===== config.mk =====
export PLATFORM = sky130hd
export DESIGN_NAME = aligned_window_bump_allocator_flat
export DESIGN_NICKNAME = d
export VERILOG_FILES = /design/src/design/awba_pkg.sv /design/src/design/awba_req_if.sv /design/src/design/awba_rsp_if.sv /design/src/design/awba_win_ram.sv /design/src/design/aligned_window_bump_allocator.sv /design/src/flat_wrapper.sv
export SDC_FILE = /design/constraint.sdc
export NUM_CORES = 2
export LEC_CHECK = 0
export BUFFER_PORTS_ARGS = -buffer_cell sky130_fd_sc_hd__buf_2
export CAP_MARGIN = 20
export CORE_ASPECT_RATIO = 1.4
export CORE_MARGIN = 2
export CORE_UTILIZATION = 30
export DETAILED_ROUTE_END_ITERATION = 8
export GPL_ROUTABILITY_DRIVEN = 1
export GPL_TIMING_DRIVEN = 1
export PLACE_DENSITY_LB_ADDON = 0.25
export REMOVE_ABC_BUFFERS = 1
export SLEW_MARGIN = 15
export SYNTH_ARGS = -nofsm -noshare
export SYNTH_HDL_FRONTEND = slang
export SYNTH_SLANG_ARGS = --single-unit

===== constraint.sdc =====
create_clock -name clk -period 34.6 [get_ports clk]
set_input_delay 3.46 -clock clk [delete_from_list [all_inputs] [get_ports clk]]
set_output_delay 3.46 -clock clk [all_outputs]
set_load 0.1 [all_outputs]

===== src/design/awba_pkg.sv =====
// shared constants and types for the aligned window bump allocator
`default_nettype none

package awba_pkg;

    localparam int POOL_COUNT = 4;
    localparam int POOL_IDX_W = (POOL_COUNT > 1) ? $clog2(POOL_COUNT) : 1;

    localparam logic CMD_ALLOC  = 1'b0;
    localparam logic CMD_INSERT = 1'b1;

    localparam logic [1:0] ST_OK       = 2'd0;
    localparam logic [1:0] ST_INVALID  = 2'd1;
    localparam logic [1:0] ST_INSERTED = 2'd2;
    localparam logic [1:0] ST_NO_SPACE = 2'd3;

    typedef struct packed {
        logic [63:0] start;
        logic [63:0] remaining;
    } win_t;

    typedef struct packed {
        logic                  en;
        logic [POOL_IDX_W-1:0] idx;
        win_t                  data;
    } win_wr_t;

endpackage

`default_nettype wire


===== src/design/awba_req_if.sv =====
// request channel interface of the allocator
`default_nettype none

interface awba_req_if;
    logic        valid;
    logic        ready;
    logic        command;
    logic [2:0]  pool_type;
    logic [63:0] address;
    logic [63:0] length;
    logic [5:0]  align_log2;

    modport source (
        output valid, command, pool_type, address, length, align_log2,
        input  ready
    );
    modport sink (
        input  valid, command, pool_type, address, length, align_log2,
        output ready
    );
endinterface

`default_nettype wire


===== src/design/awba_rsp_if.sv =====
// response channel interface of the allocator
`default_nettype none

interface awba_rsp_if;
    logic        valid;
    logic        ready;
    logic [1:0]  status;
    logic [63:0] granted_address;

    modport source (
        output valid, status, granted_address,
        input  ready
    );
    modport sink (
        input  valid, status, granted_address,
        output ready
    );
endinterface

`default_nettype wire


===== src/design/awba_win_ram.sv =====
// window store: synchronous ram of start and remaining per pool type
`default_nettype none

module awba_win_ram import awba_pkg::*; (
    input  wire logic                  clk,
    input  wire logic                  rst_n,
    input  wire logic                  rd_en,
    input  wire logic [POOL_IDX_W-1:0] rd_idx,
    output win_t                       rd_data,
    input  wire win_wr_t               wr
);

    win_t                  mem [POOL_COUNT];
    win_t                  rd_q_reg;
    logic [POOL_COUNT-1:0] valid_reg;
    logic                  rd_valid_reg;

    always_ff @(posedge clk)
    begin
        if (wr.en)
        begin
            mem[wr.idx] <= wr.data;
        end
        if (rd_en)
        begin
            rd_q_reg <= mem[rd_idx];
        end
    end

    // unwritten entries read as zero
    always_ff @(posedge clk or negedge rst_n)
    begin
        if (!rst_n)
        begin
            valid_reg    <= '0;
            rd_valid_reg <= 1'b0;
        end
        else
        begin
            if (wr.en)
            begin
                valid_reg[wr.idx] <= 1'b1;
            end
            if (rd_en)
            begin
                rd_valid_reg <= valid_reg[rd_idx];
            end
        end
    end

    assign rd_data = rd_valid_reg ? rd_q_reg : '0;

endmodule

`default_nettype wire


===== src/design/aligned_window_bump_allocator.sv =====
// top level: request sequencer and alignment datapath around the window ram
//
//  channel  dir  handshake      payload
//  req      in   valid/ready    command, pool_type, address, length, align_log2
//  rsp      out  valid/ready    status, granted_address
//
// each request steps through accept, ram read, span, update and respond
// the registered ram read and the split add / compare chain set these steps
// a new request is accepted while the previous response waits in its register
// if the response register is still full, the update step holds until it drains
// rst_n clears the sequencer, the response valid and the ram entry valid bits
`default_nettype none

module aligned_window_bump_allocator import awba_pkg::*; (
    input wire logic   clk,
    input wire logic   rst_n,
    awba_req_if.sink   req,
    awba_rsp_if.source rsp
);

    localparam logic [1:0] S_IDLE = 2'd0;
    localparam logic [1:0] S_READ = 2'd1;
    localparam logic [1:0] S_CALC = 2'd2;
    localparam logic [1:0] S_FIN  = 2'd3;

    logic [1:0]            state_reg;
    logic [1:0]            state_next;

    logic                  cmd_reg;
    logic [POOL_IDX_W-1:0] idx_reg;
    logic [63:0]           addr_reg;
    logic [63:0]           len_reg;
    logic [63:0]           mask_reg;
    logic                  bad_reg;
    logic [63:0]           old_reg;
    logic [63:0]           end_raw_reg;
    logic [63:0]           astart_reg;
    logic [63:0]           aend_reg;
    logic [63:0]           span_reg;
    logic                  crossed_reg;
    logic [63:0]           new_start_reg;

    logic                  rsp_valid_reg;
    logic [1:0]            status_reg;
    logic [63:0]           grant_reg;

    logic                  req_fire;
    logic                  type_ok;
    logic                  rsp_free;
    logic                  fin_go;
    logic [63:0]           rd_end;
    logic [64:0]           span_diff;
    logic [1:0]            status_fin;
    logic [63:0]           grant_fin;
    win_t                  rd_data;
    win_wr_t               wr;

    assign req.ready = (state_reg == S_IDLE);
    assign req_fire  = req.valid && req.ready;
    assign type_ok   = ({1'b0, req.pool_type} < 4'(POOL_COUNT));
    assign rsp_free  = !rsp_valid_reg || rsp.ready;
    assign fin_go    = (state_reg == S_FIN) && rsp_free;

    awba_win_ram u_ram (
        .clk     (clk),
        .rst_n   (rst_n),
        .rd_en   (req_fire && type_ok),
        .rd_idx  (req.pool_type[POOL_IDX_W-1:0]),
        .rd_data (rd_data),
        .wr      (wr)
    );

    always_comb
    begin
        state_next = state_reg;
        unique case (state_reg)
            S_IDLE:  if (req_fire) state_next = S_READ;
            S_READ:  state_next = S_CALC;
            S_CALC:  state_next = S_FIN;
            S_FIN:   if (rsp_free) state_next = S_IDLE;
            default: state_next = S_IDLE;
        endcase
    end

    always_ff @(posedge clk or negedge rst_n)
    begin
        if (!rst_n)
        begin
            state_reg <= S_IDLE;
        end
        else
        begin
            state_reg <= state_next;
        end
    end

    // request capture and alignment datapath
    assign rd_end    = rd_data.start + rd_data.remaining;
    assign span_diff = {1'b0, aend_reg} - {1'b0, astart_reg};

    always_ff @(posedge clk)
    begin
        if (req_fire)
        begin
            cmd_reg  <= req.command;
            idx_reg  <= req.pool_type[POOL_IDX_W-1:0];
            addr_reg <= req.address;
            len_reg  <= req.length;
            mask_reg <= (64'd1 << req.align_log2) - 64'd1;
            if (req.command == CMD_INSERT)
            begin
                bad_reg <= !type_ok || (req.address == 64'd0) || (req.length == 64'd0);
            end
            else
            begin
                bad_reg <= !type_ok || (req.length == 64'd0);
            end
        end
        if (state_reg == S_READ)
        begin
            old_reg     <= rd_data.start;
            end_raw_reg <= rd_end;
            astart_reg  <= (rd_data.start + mask_reg) & ~mask_reg;
            aend_reg    <= rd_end & ~mask_reg;
        end
        if (state_reg == S_CALC)
        begin
            span_reg      <= span_diff[63:0];
            crossed_reg   <= span_diff[64];
            new_start_reg <= astart_reg + len_reg;
        end
    end

    // decision, write back and response
    always_comb
    begin
        status_fin    = ST_OK;
        grant_fin     = 64'd0;
        wr.en         = 1'b0;
        wr.idx        = idx_reg;
        wr.data.start = addr_reg;
        wr.data.remaining = len_reg;
        priority if (bad_reg)
        begin
            status_fin = ST_INVALID;
        end
        else if (cmd_reg == CMD_INSERT)
        begin
            if (old_reg != 64'd0)
            begin
                status_fin = ST_INSERTED;
            end
            else
            begin
                wr.en = fin_go;
            end
        end
        else if (crossed_reg || (span_reg < len_reg))
        begin
            status_fin = ST_NO_SPACE;
        end
        else
        begin
            grant_fin         = astart_reg;
            wr.en             = fin_go;
            wr.data.start     = new_start_reg;
            wr.data.remaining = end_raw_reg - new_start_reg;
        end
    end

    always_ff @(posedge clk or negedge rst_n)
    begin
        if (!rst_n)
        begin
            rsp_valid_reg <= 1'b0;
        end
        else if (fin_go)
        begin
            rsp_valid_reg <= 1'b1;
        end
        else if (rsp.ready)
        begin
            rsp_valid_reg <= 1'b0;
        end
    end

    always_ff @(posedge clk)
    begin
        if (fin_go)
        begin
            status_reg <= status_fin;
            grant_reg  <= grant_fin;
        end
    end

    assign rsp.valid           = rsp_valid_reg;
    assign rsp.status          = status_reg;
    assign rsp.granted_address = grant_reg;

    a_write_in_fin: assert property (@(posedge clk) disable iff (!rst_n)
        wr.en |-> (state_reg == S_FIN) && (status_fin == ST_OK))
        else $error("window write outside the update step");

    a_accept_reads: assert property (@(posedge clk) disable iff (!rst_n)
        req_fire |=> (state_reg == S_READ) && !req.ready)
        else $error("accepted request did not start the ram read");

    a_fin_loads: assert property (@(posedge clk) disable iff (!rst_n)
        fin_go |=> rsp.valid && (state_reg == S_IDLE))
        else $error("response not loaded at end of request");

    a_grant_ok: assert property (@(posedge clk) disable iff (!rst_n)
        fin_go && (status_fin != ST_OK) |=> (rsp.granted_address == 64'd0))
        else $error("nonzero grant on a failed request");

endmodule

`default_nettype wire

===== src/flat_wrapper.sv =====
// flat-port wrapper written by rule: the top's interface ports become plain ports
module aligned_window_bump_allocator_flat import awba_pkg::*;
  (clk, rst_n, req_valid, req_command, req_pool_type, req_address, req_length, req_align_log2, req_ready, rsp_valid, rsp_status, rsp_granted_address, rsp_ready);
  awba_req_if req_i ();
  awba_rsp_if rsp_i ();
  input wire logic clk;
  input wire logic rst_n;
  input wire logic [$bits(req_i.valid)-1:0] req_valid;
  input wire logic [$bits(req_i.command)-1:0] req_command;
  input wire logic [$bits(req_i.pool_type)-1:0] req_pool_type;
  input wire logic [$bits(req_i.address)-1:0] req_address;
  input wire logic [$bits(req_i.length)-1:0] req_length;
  input wire logic [$bits(req_i.align_log2)-1:0] req_align_log2;
  output wire logic [$bits(req_i.ready)-1:0] req_ready;
  output wire logic [$bits(rsp_i.valid)-1:0] rsp_valid;
  output wire logic [$bits(rsp_i.status)-1:0] rsp_status;
  output wire logic [$bits(rsp_i.granted_address)-1:0] rsp_granted_address;
  input wire logic [$bits(rsp_i.ready)-1:0] rsp_ready;
  assign req_i.valid = req_valid;
  assign req_i.command = req_command;
  assign req_i.pool_type = req_pool_type;
  assign req_i.address = req_address;
  assign req_i.length = req_length;
  assign req_i.align_log2 = req_align_log2;
  assign req_ready = req_i.ready;
  assign rsp_valid = rsp_i.valid;
  assign rsp_status = rsp_i.status;
  assign rsp_granted_address = rsp_i.granted_address;
  assign rsp_i.ready = rsp_ready;
  aligned_window_bump_allocator u_core (.clk(clk), .rst_n(rst_n), .req(req_i), .rsp(rsp_i));
endmodule

==> results.ini <==
[drt]
firstDrtPassIters = 5
ant_nets = 0
wirelength_mm = 247
drc_errors = 0
vias = 46214
vias_per_cell = 5.31
wire_per_inst_um = 28.3
drtIter0Drc = 3462

[yosys]
ys_seq_elements = 1295
synth_top_area_frac = 0.576
synth_seq_area_share = 0.579
synth_warnings = 0
synth_area_leaders = edfxtp_1 58%, ha_1 7.1%, mux4_2 4.3%
synth_edf_count = 1287
ys.flop_type = edfxtp_1
postSynth.asyncResetShare = 0.00618
synth_area_um2 = 67100
synth.distinct_cells = 89
synth_top_cell_by_area = edfxtp_1
synthCells = 5463
avgSynthCellArea_um2 = 12.3

[floorplan]
core_um2 = 223000
die_w_um = 404
dieArea_um2 = 228000
start_util = 0.302
die_y_um = 564
io_pins = 210
fp-row-count = 205

[worst_setup_path]
r2r_slack_ns = 28.13
worstSetupEndpointType = flip-flop
critPathLaunchType = input port
critPathRequiredTime_ns = 35.01
crit_fanout = 48
cp.arrival_ns = 6.99
critPathKind = input port to flip-flop

[clocking]
cts_sinks = 1295
clk_transition_reported_paths_ns = 0.06
clock_latency_ns = 0.85
cts_hold_buf = 0
numCtsBuffers = 153
cts_setup_buffers = 0
max-clock-path-buffers = 4
cts_tree = built
cts_resized = 0
htreeDepth = 4
clock-root-buffer = clkbuf_16

[timing]
fin_crit_sh = 0.190
max_freq_mhz = 152
setup_violations = 0
drv_slew = 0
tightest_slew_ns = 1.15
finalSetupTns_ns = 0
hold_slack_ns = 0.493
hold_viol_final = 0
skew_ns = 0.0819
rsz0062_at_grt = false
slew_headroom = 0.227
final.min_clock_period_ns = 6.58

[global_routing]
grtUsageTotal = 0.213
antenna_found_initial = 22
first_global_vias = 46977
grt_max_degree = 117
grt_overflow = 0
grt_pass1_wl_mm = 346

[cells_and_area]
final_common_cell = edfxtp_1
largest_reg_flops = 512
syn_to_final_growth_pct = 14.3
final_nets = 6224
drive_gt1_frac = 0.120
mostFrequentLayoutCells = 1287 x edfxtp_1, 394 x a21oi_1, 392 x nand2_1
final_util = 0.345

[job]
maxCapViolations = 0

[place]
routabilityCongestion = 0.951
dpl.hpwl_mm = 190
io_buffer_count = 209

[power]
peakVddDrop_mv = 0.0519
power.density_nw_per_um2 = 98.7
power_leakage_nw = 28.6

[hold_path]
worstHoldPathType = flip-flop to flip-flop

[status]
status = finished clean

cell type report:
class	instances	area [um2]
Multi-Input combinational cell	3645	26500
Clock inverter	79	933
Antenna cell	7	17.5
Clock buffer	187	4030
Timing Repair Buffer	288	1660
Tap cell	2898	3630
Inverter	311	1170
Sequential cell	1295	38900
Fill cell	22064	146000
cell usage after synthesis, types with 11 or more instances:
cell / instances
edfxtp_1: 1287
o31ai_1: 30
buf_1: 22
a21o_1: 220
o21ai_0: 335
a31oi_1: 55
nand3b_1: 11
nor2b_1: 107
a211oi_1: 31
mux4_2: 129
and3_1: 36
nand3_1: 89
o21bai_1: 59
ha_1: 383
o211ai_1: 22
xor2_1: 97
clkbuf_1: 183
mux2_2: 13
nor2_1: 338
and2_1: 147
o21a_1: 52
nor3_1: 58
nor4_1: 67
nand4_1: 95
nand2_1: 392
a21boi_0: 16
a21oi_1: 394
o22ai_1: 12
or3_1: 13
inv_1: 310
xnor2_1: 184
or2_2: 12
mux2i_1: 24
nand2b_1: 38
metrics by stage:
stage                     area (um2)  total power [mW]  worst slack, ns  instances
after global routing           76700              7.95            27.80       8706
after floorplan                66300              4.74            16.82       5251
after detailed placement       71800              5.91            27.07       8437
after CTS                      76700              7.59            27.92       8703
final                          76700              7.57            28.02       8710
after global placement         71700              5.90            27.03       8430
where the power goes:
part | switching (mW) | total, mW | internal (mW)
sequential | 0.190 | 2.46 | 2.27
clock | 0.670 | 1.65 | 0.977
combinational | 2.36 | 3.46 | 1.10
worst paths after layout:
path	depth (start not counted)	endpoint	startpoint
setup / recovery	9	u_core.u_ram.mem[0][127]	rsp_ready
hold reg to reg	1	u_core.u_ram.valid_reg[2]	u_core.u_ram.valid_reg[2]
setup reg to reg	14	u_core.u_ram.mem[1][61]	u_core.len_reg[10]
min in group asynchronous	1	u_core.state_reg[1]	rst_n
max in group asynchronous	1	u_core.u_ram.rd_valid_reg	rst_n
hold / removal	1	u_core.u_ram.valid_reg[2]	u_core.u_ram.valid_reg[2]
critical path, cell delays in order:
cell and delay, ns:
buf_2 0.08, nand2b_1 0.16, nand2_1 0.24, inv_4 0.45
nand3b_1 0.24, nor2_4 0.12, buf_4 0.63, buf_4 0.74
buf_4 0.65
layer usage:
layer  GRT usage  vias to the layer above  routed length [um]
met5           0                        -                  66
li1            -                    21079                   -
met2       0.380                     1319              125000
met4      0.0964                       10               12300
met3      0.0293                      365               11000
met1       0.252                    23441               98100
kinds of logic (layout without fill, tap and decap cells):
kind of cell | after synthesis | in the layout | share of synthesized area
adders and majority gates | 388 | 388 | 0.0729
DFF | 1295 | 1295 | 0.579
xor gates and xnor gates | 281 | 281 | 0.0367
other | 1 | 8 | 0.0000559
and+or+nand+nor | 1448 | 1448 | 0.107
muxes | 166 | 166 | 0.0490
AOI/OAI and AO/OA | 1361 | 1361 | 0.127
buffers and inverters | 523 | 865 | 0.0294
Power figures use the tool's default switching activity.
